`config.mk`:
```
export PLATFORM = sky130hd
export DESIGN_NAME = radix_digit_converter
export DESIGN_NICKNAME = d
export VERILOG_FILES = /design/src/hw/rtl/rdc_pkg.sv /design/src/hw/rtl/radix_digit_converter.sv /design/src/hw/rtl/rdc_front.sv /design/src/hw/rtl/rdc_queue.sv /design/src/hw/rtl/rdc_divider.sv /design/src/hw/rtl/rdc_back.sv
export SDC_FILE = /design/constraint.sdc
export NUM_CORES = 1
export LEC_CHECK = 0
export ABC_AREA = 1
export BUFFER_PORTS_ARGS = -buffer_cell sky130_fd_sc_hd__buf_4
export CAP_MARGIN = 20
export CORE_MARGIN = 3
export CORE_UTILIZATION = 60
export DETAILED_ROUTE_END_ITERATION = 8
export GPL_TIMING_DRIVEN = 0
export PLACE_DENSITY_LB_ADDON = 0.3
export SYNTH_ARGS = -nofsm -noshare
export SYNTH_HDL_FRONTEND = slang
export SYNTH_SLANG_ARGS = --single-unit
```
`constraint.sdc`:
```
create_clock -name clock -period 13.95 [get_ports clock]
set_clock_uncertainty 0.2 [all_clocks]
set_input_delay 1.395 -clock clock [delete_from_list [all_inputs] [get_ports clock]]
set_output_delay 1.395 -clock clock [all_outputs]
set_load 0.005 [all_outputs]
```
`src/hw/rtl/rdc_pkg.sv`:
```
// Shared constants and types for the radix digit converter.
`default_nettype none

package rdc_pkg;

   localparam int RDC_VALUE_BITS     = 64;
   localparam int RDC_MAX_DIGITS     = 64;
   localparam int RDC_IN_BITS        = 64;
   localparam int RDC_DIGIT_BITS     = 6;
   localparam int RDC_RADIX_BITS     = 6;
   localparam int RDC_STEP_BITS      = 8;
   localparam int RDC_QUEUE_DEPTH    = 2;
   localparam int RDC_CSR_ADDR_BITS  = 3;
   localparam int RDC_CSR_DATA_BITS  = 32;

   localparam logic [RDC_RADIX_BITS-1:0] RDC_RADIX_RESET = 6'd10;
   localparam logic [RDC_RADIX_BITS-1:0] RDC_RADIX_MIN   = 6'd2;
   localparam logic [RDC_RADIX_BITS-1:0] RDC_RADIX_MAX   = 6'd36;

   // register index, taken from the word address bits of paddr
   localparam logic RDC_CSR_RADIX = 1'b0;

   typedef struct packed {
      logic                      start;
      logic [RDC_RADIX_BITS-1:0] base;
   } rdc_div_cmd_type;

endpackage

`default_nettype wire

```
`src/hw/rtl/radix_digit_converter.sv`:
```
// Top level of the radix digit converter.
//
//  channel | ports             | direction | moves
//  req     | req_valid/_stall  | in        | one value per transfer
//  rsp     | rsp_valid/_stall  | out       | one digit per transfer, MSD first
//  csr     | csr_p*            | in/out    | radix register at byte address 0
//
// Each digit comes from the shared divider (8 quotient bits a cycle while a division
// runs); the digits are then read back from the digit stack and presented, one per
// transfer, as rsp takes them.
// Reset is synchronous; no clearing pass, the digit stack holds no reset value.
// A two-entry queue keeps taking values while results are stalled, until it is full.
`default_nettype none

module radix_digit_converter #(
   parameter int MAX_DIGITS = rdc_pkg::RDC_MAX_DIGITS,
   parameter int VALUE_BITS = rdc_pkg::RDC_VALUE_BITS
) (
   input  wire logic                                  clock,
   input  wire logic                                  reset,
   input  wire logic                                  csr_psel,
   input  wire logic                                  csr_penable,
   input  wire logic                                  csr_pwrite,
   input  wire logic [rdc_pkg::RDC_CSR_ADDR_BITS-1:0] csr_paddr,
   input  wire logic [rdc_pkg::RDC_CSR_DATA_BITS-1:0] csr_pwdata,
   output logic      [rdc_pkg::RDC_CSR_DATA_BITS-1:0] csr_prdata,
   output logic                                       csr_pready,
   input  wire logic                                  req_valid,
   output logic                                       req_stall,
   input  wire logic [rdc_pkg::RDC_IN_BITS-1:0]       req_value,
   output logic                                       rsp_valid,
   input  wire logic                                  rsp_stall,
   output logic      [rdc_pkg::RDC_DIGIT_BITS-1:0]    rsp_digit,
   output logic                                       rsp_last_digit
);
   import rdc_pkg::*;

   localparam int ITEM_BITS = VALUE_BITS + RDC_RADIX_BITS;

   logic                      push;
   logic [ITEM_BITS-1:0]      push_data;
   logic                      full;
   logic                      pop;
   logic [ITEM_BITS-1:0]      head_data;
   logic                      empty;
   rdc_div_cmd_type           div_cmd;
   logic [VALUE_BITS-1:0]     dividend;
   logic                      div_done;
   logic [VALUE_BITS-1:0]     div_quot;
   logic [RDC_RADIX_BITS-1:0] div_rem;

   rdc_front #(
      .VALUE_BITS (VALUE_BITS)
   ) u_front (
      .clock       (clock),
      .reset       (reset),
      .csr_psel    (csr_psel),
      .csr_penable (csr_penable),
      .csr_pwrite  (csr_pwrite),
      .csr_paddr   (csr_paddr),
      .csr_pwdata  (csr_pwdata),
      .csr_prdata  (csr_prdata),
      .csr_pready  (csr_pready),
      .req_valid   (req_valid),
      .req_stall   (req_stall),
      .req_value   (req_value),
      .push        (push),
      .push_data   (push_data),
      .full        (full)
   );

   rdc_queue #(
      .WIDTH (ITEM_BITS),
      .DEPTH (RDC_QUEUE_DEPTH)
   ) u_queue (
      .clock     (clock),
      .reset     (reset),
      .push      (push),
      .push_data (push_data),
      .full      (full),
      .pop       (pop),
      .head_data (head_data),
      .empty     (empty)
   );

   rdc_divider #(
      .VALUE_BITS (VALUE_BITS)
   ) u_divider (
      .clock     (clock),
      .reset     (reset),
      .div_cmd   (div_cmd),
      .dividend  (dividend),
      .done      (div_done),
      .quotient  (div_quot),
      .remainder (div_rem)
   );

   rdc_back #(
      .MAX_DIGITS (MAX_DIGITS),
      .VALUE_BITS (VALUE_BITS)
   ) u_back (
      .clock          (clock),
      .reset          (reset),
      .empty          (empty),
      .head_data      (head_data),
      .pop            (pop),
      .div_cmd        (div_cmd),
      .dividend       (dividend),
      .div_done       (div_done),
      .div_quot       (div_quot),
      .div_rem        (div_rem),
      .rsp_valid      (rsp_valid),
      .rsp_stall      (rsp_stall),
      .rsp_digit      (rsp_digit),
      .rsp_last_digit (rsp_last_digit)
   );

endmodule

`default_nettype wire

```
`src/hw/rtl/rdc_front.sv`:
```
// Front end: radix register, input transfer acceptance and item preparation.
`default_nettype none

module rdc_front #(
   parameter int VALUE_BITS = rdc_pkg::RDC_VALUE_BITS
) (
   input  wire logic                                  clock,
   input  wire logic                                  reset,
   input  wire logic                                  csr_psel,
   input  wire logic                                  csr_penable,
   input  wire logic                                  csr_pwrite,
   input  wire logic [rdc_pkg::RDC_CSR_ADDR_BITS-1:0] csr_paddr,
   input  wire logic [rdc_pkg::RDC_CSR_DATA_BITS-1:0] csr_pwdata,
   output logic      [rdc_pkg::RDC_CSR_DATA_BITS-1:0] csr_prdata,
   output logic                                       csr_pready,
   input  wire logic                                  req_valid,
   output logic                                       req_stall,
   input  wire logic [rdc_pkg::RDC_IN_BITS-1:0]       req_value,
   output logic                                       push,
   output logic [VALUE_BITS+rdc_pkg::RDC_RADIX_BITS-1:0] push_data,
   input  wire logic                                  full
);
   import rdc_pkg::*;

   logic [RDC_RADIX_BITS-1:0] radix_ff;
   logic [RDC_RADIX_BITS-1:0] radix_in;
   logic [RDC_RADIX_BITS-1:0] radix_eff;
   logic                      csr_hit;
   logic                      csr_wr;

   assign csr_pready = 1'b1;
   assign csr_hit    = (csr_paddr[RDC_CSR_ADDR_BITS-1] == RDC_CSR_RADIX);
   assign csr_wr     = csr_psel && csr_penable && csr_pwrite && csr_pready;

   always_comb begin
      radix_in = radix_ff;
      if (csr_wr && csr_hit) begin
         radix_in = csr_pwdata[RDC_RADIX_BITS-1:0];
      end
   end

   always_ff @(posedge clock) begin
      if (reset) begin
         radix_ff <= RDC_RADIX_RESET;
      end else begin
         radix_ff <= radix_in;
      end
   end

   always_comb begin
      csr_prdata = '0;
      if (csr_hit) begin
         csr_prdata[RDC_RADIX_BITS-1:0] = radix_ff;
      end
   end

   always_comb begin
      radix_eff = radix_ff;
      if (radix_ff < RDC_RADIX_MIN) begin
         radix_eff = RDC_RADIX_MIN;
      end else if (radix_ff > RDC_RADIX_MAX) begin
         radix_eff = RDC_RADIX_MAX;
      end
   end

   assign req_stall = full;
   assign push      = req_valid && !full;
   assign push_data = {radix_eff, req_value[VALUE_BITS-1:0]};

endmodule

`default_nettype wire

```
`src/hw/rtl/rdc_queue.sv`:
```
// Small FIFO between the front end and the conversion engine.
`default_nettype none

module rdc_queue #(
   parameter int WIDTH = rdc_pkg::RDC_VALUE_BITS + rdc_pkg::RDC_RADIX_BITS,
   parameter int DEPTH = rdc_pkg::RDC_QUEUE_DEPTH
) (
   input  wire logic             clock,
   input  wire logic             reset,
   input  wire logic             push,
   input  wire logic [WIDTH-1:0] push_data,
   output logic                  full,
   input  wire logic             pop,
   output logic      [WIDTH-1:0] head_data,
   output logic                  empty
);
   import rdc_pkg::*;

   localparam int PTR_BITS = (DEPTH > 1) ? $clog2(DEPTH) : 1;
   localparam int CNT_BITS = $clog2(DEPTH + 1);

   logic [WIDTH-1:0]    entry_ff [DEPTH];
   logic [PTR_BITS-1:0] wr_ptr_ff;
   logic [PTR_BITS-1:0] wr_ptr_in;
   logic [PTR_BITS-1:0] rd_ptr_ff;
   logic [PTR_BITS-1:0] rd_ptr_in;
   logic [CNT_BITS-1:0] count_ff;
   logic [CNT_BITS-1:0] count_in;
   logic                do_push;
   logic                do_pop;

   assign full      = (count_ff == CNT_BITS'(DEPTH));
   assign empty     = (count_ff == '0);
   assign do_push   = push && !full;
   assign do_pop    = pop && !empty;
   assign head_data = entry_ff[rd_ptr_ff];

   always_comb begin
      wr_ptr_in = wr_ptr_ff;
      rd_ptr_in = rd_ptr_ff;
      count_in  = count_ff;
      if (do_push) begin
         wr_ptr_in = (wr_ptr_ff == PTR_BITS'(DEPTH - 1)) ? '0 : wr_ptr_ff + 1'b1;
      end
      if (do_pop) begin
         rd_ptr_in = (rd_ptr_ff == PTR_BITS'(DEPTH - 1)) ? '0 : rd_ptr_ff + 1'b1;
      end
      if (do_push && !do_pop) begin
         count_in = count_ff + 1'b1;
      end else if (do_pop && !do_push) begin
         count_in = count_ff - 1'b1;
      end
   end

   always_ff @(posedge clock) begin
      if (reset) begin
         wr_ptr_ff <= '0;
         rd_ptr_ff <= '0;
         count_ff  <= '0;
      end else begin
         wr_ptr_ff <= wr_ptr_in;
         rd_ptr_ff <= rd_ptr_in;
         count_ff  <= count_in;
      end
   end

   always_ff @(posedge clock) begin
      if (do_push) begin
         entry_ff[wr_ptr_ff] <= push_data;
      end
   end

endmodule

`default_nettype wire

```
`src/hw/rtl/rdc_divider.sv`:
```
// Iterative divider by a small base, several quotient bits per cycle.
`default_nettype none

module rdc_divider #(
   parameter int VALUE_BITS = rdc_pkg::RDC_VALUE_BITS
) (
   input  wire logic                             clock,
   input  wire logic                             reset,
   input  wire rdc_pkg::rdc_div_cmd_type         div_cmd,
   input  wire logic [VALUE_BITS-1:0]            dividend,
   output logic                                  done,
   output logic      [VALUE_BITS-1:0]            quotient,
   output logic      [rdc_pkg::RDC_RADIX_BITS-1:0] remainder
);
   import rdc_pkg::*;

   localparam int STEPS     = (VALUE_BITS + RDC_STEP_BITS - 1) / RDC_STEP_BITS;
   localparam int PAD_BITS  = STEPS * RDC_STEP_BITS;
   localparam int STEP_CNT  = (STEPS > 1) ? $clog2(STEPS) : 1;

   logic [PAD_BITS-1:0]       quot_ff;
   logic [PAD_BITS-1:0]       quot_in;
   logic [RDC_RADIX_BITS-1:0] rem_ff;
   logic [RDC_RADIX_BITS-1:0] rem_in;
   logic [RDC_RADIX_BITS-1:0] base_ff;
   logic [RDC_RADIX_BITS-1:0] base_in;
   logic [STEP_CNT-1:0]       step_ff;
   logic [STEP_CNT-1:0]       step_in;
   logic                      busy_ff;
   logic                      busy_in;
   logic                      done_ff;
   logic                      done_in;
   logic [PAD_BITS-1:0]       q_work;
   logic [RDC_RADIX_BITS:0]   r_work;
   logic [RDC_RADIX_BITS-1:0] r_part;

   // restoring division, dividend shifts out at the top as quotient bits enter
   always_comb begin
      q_work = quot_ff;
      r_part = rem_ff;
      r_work = '0;
      for (int i = 0; i < RDC_STEP_BITS; i++) begin
         r_work = {r_part, q_work[PAD_BITS-1]};
         q_work = {q_work[PAD_BITS-2:0], 1'b0};
         if (r_work >= {1'b0, base_ff}) begin
            r_work    = r_work - {1'b0, base_ff};
            q_work[0] = 1'b1;
         end
         r_part = r_work[RDC_RADIX_BITS-1:0];
      end
   end

   always_comb begin
      quot_in = quot_ff;
      rem_in  = rem_ff;
      base_in = base_ff;
      step_in = step_ff;
      busy_in = busy_ff;
      done_in = 1'b0;
      if (busy_ff) begin
         quot_in = q_work;
         rem_in  = r_part;
         step_in = step_ff - 1'b1;
         if (step_ff == '0) begin
            busy_in = 1'b0;
            done_in = 1'b1;
         end
      end else if (div_cmd.start) begin
         quot_in = PAD_BITS'(dividend);
         rem_in  = '0;
         base_in = div_cmd.base;
         step_in = STEP_CNT'(STEPS - 1);
         busy_in = 1'b1;
      end
   end

   always_ff @(posedge clock) begin
      if (reset) begin
         busy_ff <= 1'b0;
         done_ff <= 1'b0;
      end else begin
         busy_ff <= busy_in;
         done_ff <= done_in;
      end
   end

   always_ff @(posedge clock) begin
      quot_ff <= quot_in;
      rem_ff  <= rem_in;
      base_ff <= base_in;
      step_ff <= step_in;
   end

   assign done      = done_ff;
   assign quotient  = quot_ff[VALUE_BITS-1:0];
   assign remainder = rem_ff;

endmodule

`default_nettype wire

```
`src/hw/rtl/rdc_back.sv`:
```
// Conversion engine: digit loop over the divider, digit stack and result output.
`default_nettype none

module rdc_back #(
   parameter int MAX_DIGITS = rdc_pkg::RDC_MAX_DIGITS,
   parameter int VALUE_BITS = rdc_pkg::RDC_VALUE_BITS
) (
   input  wire logic                                  clock,
   input  wire logic                                  reset,
   input  wire logic                                  empty,
   input  wire logic [VALUE_BITS+rdc_pkg::RDC_RADIX_BITS-1:0] head_data,
   output logic                                       pop,
   output rdc_pkg::rdc_div_cmd_type                   div_cmd,
   output logic      [VALUE_BITS-1:0]                 dividend,
   input  wire logic                                  div_done,
   input  wire logic [VALUE_BITS-1:0]                 div_quot,
   input  wire logic [rdc_pkg::RDC_RADIX_BITS-1:0]    div_rem,
   output logic                                       rsp_valid,
   input  wire logic                                  rsp_stall,
   output logic      [rdc_pkg::RDC_DIGIT_BITS-1:0]    rsp_digit,
   output logic                                       rsp_last_digit
);
   import rdc_pkg::*;

   localparam int CNT_BITS = $clog2(MAX_DIGITS + 1);
   localparam int IDX_BITS = (MAX_DIGITS > 1) ? $clog2(MAX_DIGITS) : 1;

   typedef enum logic [2:0] {
      S_IDLE,
      S_DIV,
      S_RD,
      S_LD,
      S_OUT
   } state_type;

   state_type                 state_ff;
   state_type                 state_in;
   logic [VALUE_BITS-1:0]     q_ff;
   logic [VALUE_BITS-1:0]     q_in;
   logic [RDC_RADIX_BITS-1:0] base_ff;
   logic [RDC_RADIX_BITS-1:0] base_in;
   logic [CNT_BITS-1:0]       cnt_ff;
   logic [CNT_BITS-1:0]       cnt_in;
   logic [CNT_BITS-1:0]       cnt_inc;
   logic [IDX_BITS-1:0]       idx_ff;
   logic [IDX_BITS-1:0]       idx_in;
   logic                      start_ff;
   logic                      start_in;
   logic                      rsp_valid_ff;
   logic                      rsp_valid_in;
   logic [RDC_DIGIT_BITS-1:0] digit_ff;
   logic [RDC_DIGIT_BITS-1:0] digit_in;
   logic                      last_ff;
   logic                      last_in;
   logic                      wr_en;
   logic [RDC_DIGIT_BITS-1:0] stack_ff [MAX_DIGITS];
   logic [RDC_DIGIT_BITS-1:0] rd_data_ff;

   assign cnt_inc = cnt_ff + 1'b1;

   always_comb begin
      state_in     = state_ff;
      q_in         = q_ff;
      base_in      = base_ff;
      cnt_in       = cnt_ff;
      idx_in       = idx_ff;
      start_in     = 1'b0;
      rsp_valid_in = rsp_valid_ff;
      digit_in     = digit_ff;
      last_in      = last_ff;
      pop          = 1'b0;
      wr_en        = 1'b0;
      case (state_ff)
         S_IDLE: begin
            if (!empty) begin
               pop      = 1'b1;
               q_in     = head_data[VALUE_BITS-1:0];
               base_in  = head_data[VALUE_BITS +: RDC_RADIX_BITS];
               cnt_in   = '0;
               start_in = 1'b1;
               state_in = S_DIV;
            end
         end
         S_DIV: begin
            if (div_done) begin
               wr_en  = 1'b1;
               q_in   = div_quot;
               cnt_in = cnt_inc;
               if ((div_quot != '0) && (cnt_inc < CNT_BITS'(MAX_DIGITS))) begin
                  start_in = 1'b1;
               end else begin
                  idx_in   = cnt_ff[IDX_BITS-1:0];
                  state_in = S_RD;
               end
            end
         end
         S_RD: begin
            state_in = S_LD;
         end
         S_LD: begin
            digit_in     = rd_data_ff;
            last_in      = (idx_ff == '0);
            rsp_valid_in = 1'b1;
            state_in     = S_OUT;
         end
         S_OUT: begin
            if (!rsp_stall) begin
               rsp_valid_in = 1'b0;
               if (idx_ff == '0) begin
                  state_in = S_IDLE;
               end else begin
                  idx_in   = idx_ff - 1'b1;
                  state_in = S_RD;
               end
            end
         end
         default: begin
            state_in = S_IDLE;
         end
      endcase
   end

   always_ff @(posedge clock) begin
      if (reset) begin
         state_ff     <= S_IDLE;
         cnt_ff       <= '0;
         start_ff     <= 1'b0;
         rsp_valid_ff <= 1'b0;
      end else begin
         state_ff     <= state_in;
         cnt_ff       <= cnt_in;
         start_ff     <= start_in;
         rsp_valid_ff <= rsp_valid_in;
      end
      q_ff     <= q_in;
      base_ff  <= base_in;
      idx_ff   <= idx_in;
      digit_ff <= digit_in;
      last_ff  <= last_in;
   end

   // digit stack
   always_ff @(posedge clock) begin
      if (wr_en) begin
         stack_ff[cnt_ff[IDX_BITS-1:0]] <= div_rem;
      end
      rd_data_ff <= stack_ff[idx_ff];
   end

   assign div_cmd.start  = start_ff;
   assign div_cmd.base   = base_ff;
   assign dividend       = q_ff;
   assign rsp_valid      = rsp_valid_ff;
   assign rsp_digit      = digit_ff;
   assign rsp_last_digit = last_ff;

   a_done_in_div: assert property (@(posedge clock) disable iff (reset)
      div_done |-> (state_ff == S_DIV))
      else $error("divider finished outside the division phase");

   a_start_in_div: assert property (@(posedge clock) disable iff (reset)
      start_ff |-> (state_ff == S_DIV))
      else $error("divider started outside the division phase");

   a_last_ends: assert property (@(posedge clock) disable iff (reset)
      (rsp_valid && !rsp_stall && rsp_last_digit) |=> (state_ff == S_IDLE))
      else $error("engine not idle after the final digit transfer");

   a_digits_present: assert property (@(posedge clock) disable iff (reset)
      (state_ff == S_RD) |-> ((cnt_ff != '0) && (cnt_ff <= CNT_BITS'(MAX_DIGITS))))
      else $error("digit read with no digits stacked");

endmodule

`default_nettype wire
```
==> results of run 1 <==
## cells by family after synthesis
kind of cell,Yosys count,share of synthesized area (%)
AO/OA/AOI/OAI,638,12.0
XOR/XNOR,33,0.932
adder cells (fa/ha/maj),62,2.69
buffers and inverters,390,5.09
flip-flops,717,68.4
multiplexers,6,0.218
other,2,0.0242
AND/OR/NAND/NOR,772,10.6
## repair_timing
| item | CTS | global route |
|---|---|---|
| buffers inserted | 8 | 18 |
| resized for setup | 6 | 23 |
| endpoints found under the setup margin | 7 | 7 |
| gates cloned | 0 | 1 |
| pin swaps | 1 | 13 |
| hold buffers | 0 | 0 |
| endpoints found under the hold margin | 0 | 0 |
## how the worst max path moves through the flow
stage / from / to / slack, ns / cells past startpoint
floorplan: u_divider.remainder[1]$_SDFFCE_PN0P_ / u_divider.quotient[0]$_DFFE_PP_ / 1.46 / 83
finish: u_divider.remainder[3]$_SDFFCE_PN0P_ / u_divider.quotient[0]$_DFFE_PP_ / 0.73 / 81
global placement: u_divider.remainder[0]$_SDFFCE_PN0P_ / u_divider.quotient[0]$_DFFE_PP_ / -1.37 / 80
CTS: u_divider.base_ff[2]$_DFFE_PP_ / u_divider.quotient[0]$_DFFE_PP_ / 0.04 / 83
global route: u_divider.remainder[3]$_SDFFCE_PN0P_ / u_divider.quotient[0]$_DFFE_PP_ / -0.09 / 83
detailed placement: u_divider.base_ff[1]$_DFFE_PP_ / u_divider.quotient[0]$_DFFE_PP_ / -0.73 / 81
## metrics by stage
stage / cells / setup WS [ns] / setup TNS (ns) / utilization, % / hold slack (ns)
after floorplan: 2645 / 1.46 / 0 / - / 0.186
after global placement: 3408 / -1.37 / -9.18 / 64.5 / 0.189
after detailed placement: 3427 / -0.734 / -4.78 / 65.5 / 0.189
after CTS: 3563 / 0.0371 / 0 / 70.5 / 0.203
after global routing: 3582 / -0.0911 / -0.289 / 70.9 / 0.211
final: 3583 / 0.725 / 0 / 70.9 / 0.203
## critical path: cells and delay by family, from the launching register on
family	cells	cell delay (ns)
buffers and inverters	13	1.40
adder cells (fa/ha/maj)	8	2.58
AO/OA/AOI/OAI	32	5.42
flip-flops	1	0.46
AND/OR/NAND/NOR	28	2.89
## metal layers
metal / routed length, um / vias to the layer above / share of wire (%) / track usage [%]
met5: 13 / - / 0.015 / 0
met4: 4260 / 2 / 5.0 / 15.1
met3: 9520 / 311 / 11 / 8.02
met2: 40600 / 1429 / 48 / 50.7
met1: 30700 / 10601 / 36 / 39.3
li1: - / 9817 / - / -
## cells in the final DEF, fill, tap and decap left out, types with 7 or more instances in the layout
master | Yosys | final
a21oi_1 | 49 | 42
clkinv_1 | 2 | 7
nand3_1 | 65 | 65
o22ai_1 | 64 | 64
o21ai_2 | 8 | 10
bufinv_16 | 0 | 9
clkbuf_1 | 116 | 126
dfxtp_1 | 31 | 31
o211ai_1 | 82 | 82
nor4_1 | 22 | 22
clkbuf_8 | 0 | 10
edfxtp_1 | 686 | 686
clkbuf_16 | 0 | 72
nor2_1 | 315 | 312
o21ai_0 | 355 | 351
a31oi_1 | 9 | 9
nand4_1 | 14 | 14
xor2_1 | 20 | 20
clkinv_2 | 0 | 11
nand3_2 | 6 | 7
a21oi_2 | 1 | 7
ha_1 | 54 | 53
fa_1 | 8 | 8
inv_1 | 229 | 225
nand2_4 | 5 | 7
buf_1 | 8 | 8
o21ai_1 | 9 | 11
o21a_1 | 7 | 7
buf_4 | 27 | 144
conb_1 | 2 | 27
clkinvlp_4 | 0 | 7
o221ai_1 | 33 | 33
nand2_1 | 311 | 309
xnor2_1 | 13 | 13
buf_16 | 0 | 14
nand2_2 | 10 | 10
## flip-flops by register name, summed over array words and instances (netlist names), 3 cells and up, named ones only
register             count
u_back.base_ff           6
u_back.cnt_ff            7
u_back.dividend         64
u_back.idx_ff            6
u_back.rd_data_ff        6
u_back.rsp_digit         6
u_back.stack_ff        384
u_back.state_ff          3
u_divider.base_ff        6
u_divider.quotient      64
u_divider.remainder      6
u_divider.step_ff        3
u_front.radix_ff         6
u_queue.entry_ff       140
## Yosys cell counts, types with 2 or more instances
library cell  count
o21a_1            7
ha_1             54
clkbuf_1        116
xnor2_1          13
nor3_1            6
nand3_4           5
nor4_1           22
dfxtp_1          31
a211oi_1          6
o22ai_1          64
edfxtp_1        686
nor2_4            2
a221oi_1          2
mux2_2            6
a31oi_1           9
fa_1              8
xor2_1           20
nor2_1          315
nand2_2          10
inv_2             6
buf_1             8
o211ai_1         82
a21oi_1          49
o21ai_2           8
a21o_1            2
inv_1           229
nor2_2            3
or2_2             2
buf_6             2
o31ai_1           4
o21ai_1           9
o21ai_0         355
nand2_1         311
o221ai_1         33
clkinv_1          2
nand4_1          14
nand3_2           6
nand3_1          65
conb_1            2
buf_4            27
nand2_4           5
## layout make-up
type	count	area, sq um
fillers	3298	14700
inverters	237	917
well taps	672	841
clock buffers	92	1980
plain buffers	153	691
multi-input cells	1539	8420
repair buffers	136	1340
clock inverters	36	474
flip-flops and latches	717	21200
diodes	1	2.50
==> impl_results.md, run 1 <==
- Sequential area share after synthesis: 68.4%
- Crit Path Max Fanout: 30
- Worst skew pair latency: approximately 0.63 ns
- Top area cells in the synthesized netlist: edfxtp_1, o21ai_0, nor2_1
- CP arrival: 13.40 ns
- Core ar.: 50600 sq um
- TritonCTS Sinks: a little over 700
- Worst Tran Pin Value: 1.08 ns
- Crit Path Category: reg2reg
- Initial antenna violation count: 2
- Vias after detailed routing: around 22000
- Worst Hold Launch: u_back.rd_data_ff[2]$_DFF_P_
- DIE AREA: ~54000 sq um
- Max-cap violations: 0
- Max-slew violation count: 0
- IO Port Bufs: 91
- Fraction of layout cells with a size suffix above 1: between 10% and 20%
- CTS tree: built
- Placer Congestion: 0.930
- Drt pass-1 iters: 8
- Initial DRC count: about 3000
- Htree depth: 3
- Largest net degree at the start of global routing: 69
- Placed cell areas: 33100 sq um
- GRT Total Usage: 31.2%
- Clock buffer depth: 3
- Top FF cell, synth: edfxtp_1
- CTS root buf: clkbuf_16
- Yosys cell types: 55
- Final-report hold violation count: 0
- Fin crit period: around 13 ns
- Slew margin rel.: 27.9%
- Synthesis-to-layout area growth: 15.7%
- Hold path depth: 0
- Initial core utilization: 61.3%
- Worst hold endpoint: u_back.rsp_digit[2]$_DFFE_PP_
- Wire length per cell: 23.8 um
- HP Class: reg2reg
- Status: complete, no violations
- Syn Area/Cell: between 10 and 15 sq um
- Vias per cell: slightly above 6
- First-pass GRT wire length: 126000 um
- Post-synthesis cell area: 31000 sq um
- Final period utilization: 94.8%
- Post-synth EDFFs: ~690
- Die height: 233 um
- CP max stage cell: edfxtp_1
- Total Wirelength: about 85000 um
- Worst r2r src: u_divider.remainder[3]$_SDFFCE_PN0P_
- Cell with the most instances on the worst path: nand2_1
- Required arrival time at the worst endpoint: roughly 14 ns
- Worst reg-to-reg path cell count: 81
- R2r setup slk: roughly 0.73 ns
- Yosys warns: 0
- Chip Width: 233 um
- Row count: 82
- DPL Wire Length: 57200 um
- Biggest cell delay along the critical path: 0.46 ns
- Fmax: 75.6 MHz
- Reg clk slew, reported paths: 0.06 ns
- Synth Register Bits: 717
- Number of global-route vias before repair: 22021
- # nets final: 3023
- Crit end category: flop
- Global route total overflow: 0
- DRC viols: 0
- Synth top area share: about 66%
- Async SR Flop Fraction: 0%
- Post-synth top area cell: edfxtp_1
- Post-Syn Instances: 2620
- CTS Buf Count: 71
- Post-Layout Inst Area: 35900 sq um
- Top-Level Pins: 148
- End of the worst register-to-register path: u_divider.quotient[0]$_DFFE_PP_
- Setup crit start kind: flop
- Final setup fails: 0
- ANT nets after route: 0
Power of run 1 is left out: the tool's default activity adds up to more than one toggle a clock period on the data nets, which glitch-free logic cannot reach.
==> inputs of run 2 (changes only) <==
- ABC_AREA: 1 -> default
- CORE_UTILIZATION: 60 -> 53
==> impl_results.md, run 2 <==
- Initial DRC count: 1715
- Post-Syn Instances: 1816
- Most frequent cell after synthesis: edfxtp_1
- Yosys warns: 0
- Setup TNS: -0.241 ns
- Cell family with most CP delay: compound AO/OA/AOI/OAI gates
- Chip Width: roughly 250 um
- CP arrival: 14.17 ns
- Max-cap violations: 0
- Initial core utilization: 54.0%
- CTS root buf: clkbuf_16
- Synthesis-to-layout area growth: 19.4%
- TritonCTS Sinks: 717
- Htree depth: 3
- Placer Congestion: 0.873
- Vias per cell: 5.96
- DPL Wire Length: 46100 um
- Required arrival time at the worst endpoint: 14.10 ns
- HP Class: reg2reg
- Post-synth top area cell: edfxtp_1
- Drt pass-1 iters: 5
- Violated checks: negative setup slack
- DRC viols: 0
- Largest register FFs: around 380
- Clock buffer depth: 3
- Final-report hold violation count: 0
- GRT Total Usage: 23.1%
- Async SR Flop Fraction: 0%
- Synth top area share: 67.1%
- First-pass GRT wire length: ~110000 um
- Number of global-route vias before repair: between 15000 and 20000
- CTS tree: built
- Crit Path Category: reg2reg
- Synth Register Bits: 717
- Status: finished with violations
- Syn Area/Cell: around 17 sq um
- Top post-synthesis cells by count: edfxtp_1, mux4_2, nor2_1
- Slew margin rel.: 22.9%
- Row count: 87
- Initial antenna violation count: 1
- Global route total overflow: 0
- # nets final: 2286
- Post-synth EDFFs: a little under 700
- Final setup fails: 7
- Setup WS post-layout: -0.0738 ns
- Commonest non-fill, non-tap cell in the layout: edfxtp_1
- Fmax: slightly above 70 MHz
- CTS Buf Count: 72
- Total Wirelength: 70000 um
- Cell with the most instances on the worst path: a21o_1
- Yosys cell types: just under 80
- Top FF cell, synth: edfxtp_1
- Wire length per cell: between 20 and 25 um
- Biggest cell delay along the critical path: between 0.3 and 0.4 ns
- Top-Level Pins: 148
- Commonest non-fill, non-tap cells in the layout: edfxtp_1, buf_4, mux4_2
- Crit end category: flop
- Max-slew violation count: 0
- Top area cells in the synthesized netlist: edfxtp_1, mux4_2, mux2i_1
- Worst Tran Pin Value: roughly 1.2 ns
- Die height: about 250 um
- Final period utilization: 101%
- ANT nets after route: 0
- Setup repair after global routing missed its margin: yes
- DIE AREA: 60800 sq um
- Setup crit start kind: flop
- Fin crit period: 14.02 ns
- Crit Path Max Fanout: 8
- Core ar.: 56800 sq um
- Vias after detailed routing: 17458
- Post-synthesis cell area: roughly 31000 sq um
- Reg clk slew, reported paths: 0.06 ns
- Buffers and inverters on the worst path: 9
- Sequential area share after synthesis: 69.2%
- IO Port Bufs: 91
- Worst skew pair latency: approximately 0.60 ns
- Largest net degree at the start of global routing: 69
- CP max stage cell: edfxtp_1
- Fraction of layout cells with a size suffix above 1: 29.5%
run 2: changes by cell type after synthesis, moves of 63 or more:
| cell | before | now |
|---|---|---|
| nand2_1 | 311 | 97 |
| clkbuf_1 | 116 | 53 |
| mux2i_1 | 0 | 83 |
| inv_1 | 229 | 56 |
| mux4_2 | 0 | 126 |
| mux2_2 | 6 | 72 |
| nor2_1 | 315 | 120 |
| o211ai_1 | 82 | 4 |
| o21ai_0 | 355 | 85 |
run 2: through the flow:
stage	cell area (sq um)	hold slack [ns]	util, %	setup WS [ns]	cells
floorplan	31000	0.186	-	-0.539	1841
global placement	32600	0.194	57.5	-2.81	2688
detailed placement	33100	0.190	58.3	-2.33	2705
CTS	36300	0.204	63.9	0.000106	2904
global route	36600	0.215	64.4	-0.622	2929
finish	36600	0.205	64.4	-0.0738	2930
run 2: kinds of logic after synthesis:
group                      share of synthesized area, %
DFF                                                69.2
and+or+nand+nor                                    5.16
muxes                                              14.8
AOI/OAI and AO/OA                                  4.47
buffers and inverters                              2.39
adders and majority gates                          2.76
xor gates and xnor gates                           1.20
other                                            0.0245
run 2: worst reg2reg max path: cells and delay by family, from the launching register on:
kind | cells | cell delay, ns
muxes | 4 | 1.13
buffers and inverters | 9 | 1.11
AOI/OAI and AO/OA | 43 | 7.29
adders and majority gates | 8 | 2.02
and+or+nand+nor | 10 | 1.69
DFF | 1 | 0.37
run 2: repair_timing:
action,4_1_cts,5_1_grt
cloned,0,0
hold buffers,0,0
setup endpoints to repair,8,7
pin swaps,43,48
gates resized for setup,53,23
buffers inserted,71,23
run 2: layer usage:
metal | global-route usage (%) | vias up | part of all wire [%]
li1 | - | 7659 | -
met4 | 7.89 | 0 | 3.6
met2 | 38.2 | 788 | 50
met3 | 4.51 | 175 | 7.0
met1 | 30.9 | 8836 | 40
met5 | 0 | - | 0
run 2: final timing paths:
| kind | startpoint | end | slack, ns | cells past startpoint |
|---|---|---|---|---|
| min | u_back.rd_data_ff[2]$_DFF_P_ | u_back.rsp_digit[2]$_DFFE_PP_ | 0.20 | 0 |
| min reg2reg | u_back.rd_data_ff[2]$_DFF_P_ | u_back.rsp_digit[2]$_DFFE_PP_ | 0.20 | 0 |
| max | u_divider.base_ff[2]$_DFFE_PP_ | u_divider.remainder[1]$_SDFFCE_PN0P_ | -0.07 | 74 |
| max reg2reg | u_divider.base_ff[2]$_DFFE_PP_ | u_divider.remainder[1]$_SDFFCE_PN0P_ | -0.07 | 74 |
run 2: cell type report:
type	instances	area [sq um]
Antenna cell	1	2.50
Buffer	103	523
Sequential cell	717	21200
Clock buffer	100	2010
Clock inverter	29	367
Tap cell	756	946
Multi-Input combinational cell	962	9410
Inverter	57	240
Fill cell	3871	20200
Timing Repair Buffer	205	1900
Power of run 2 is left out for the same reason.
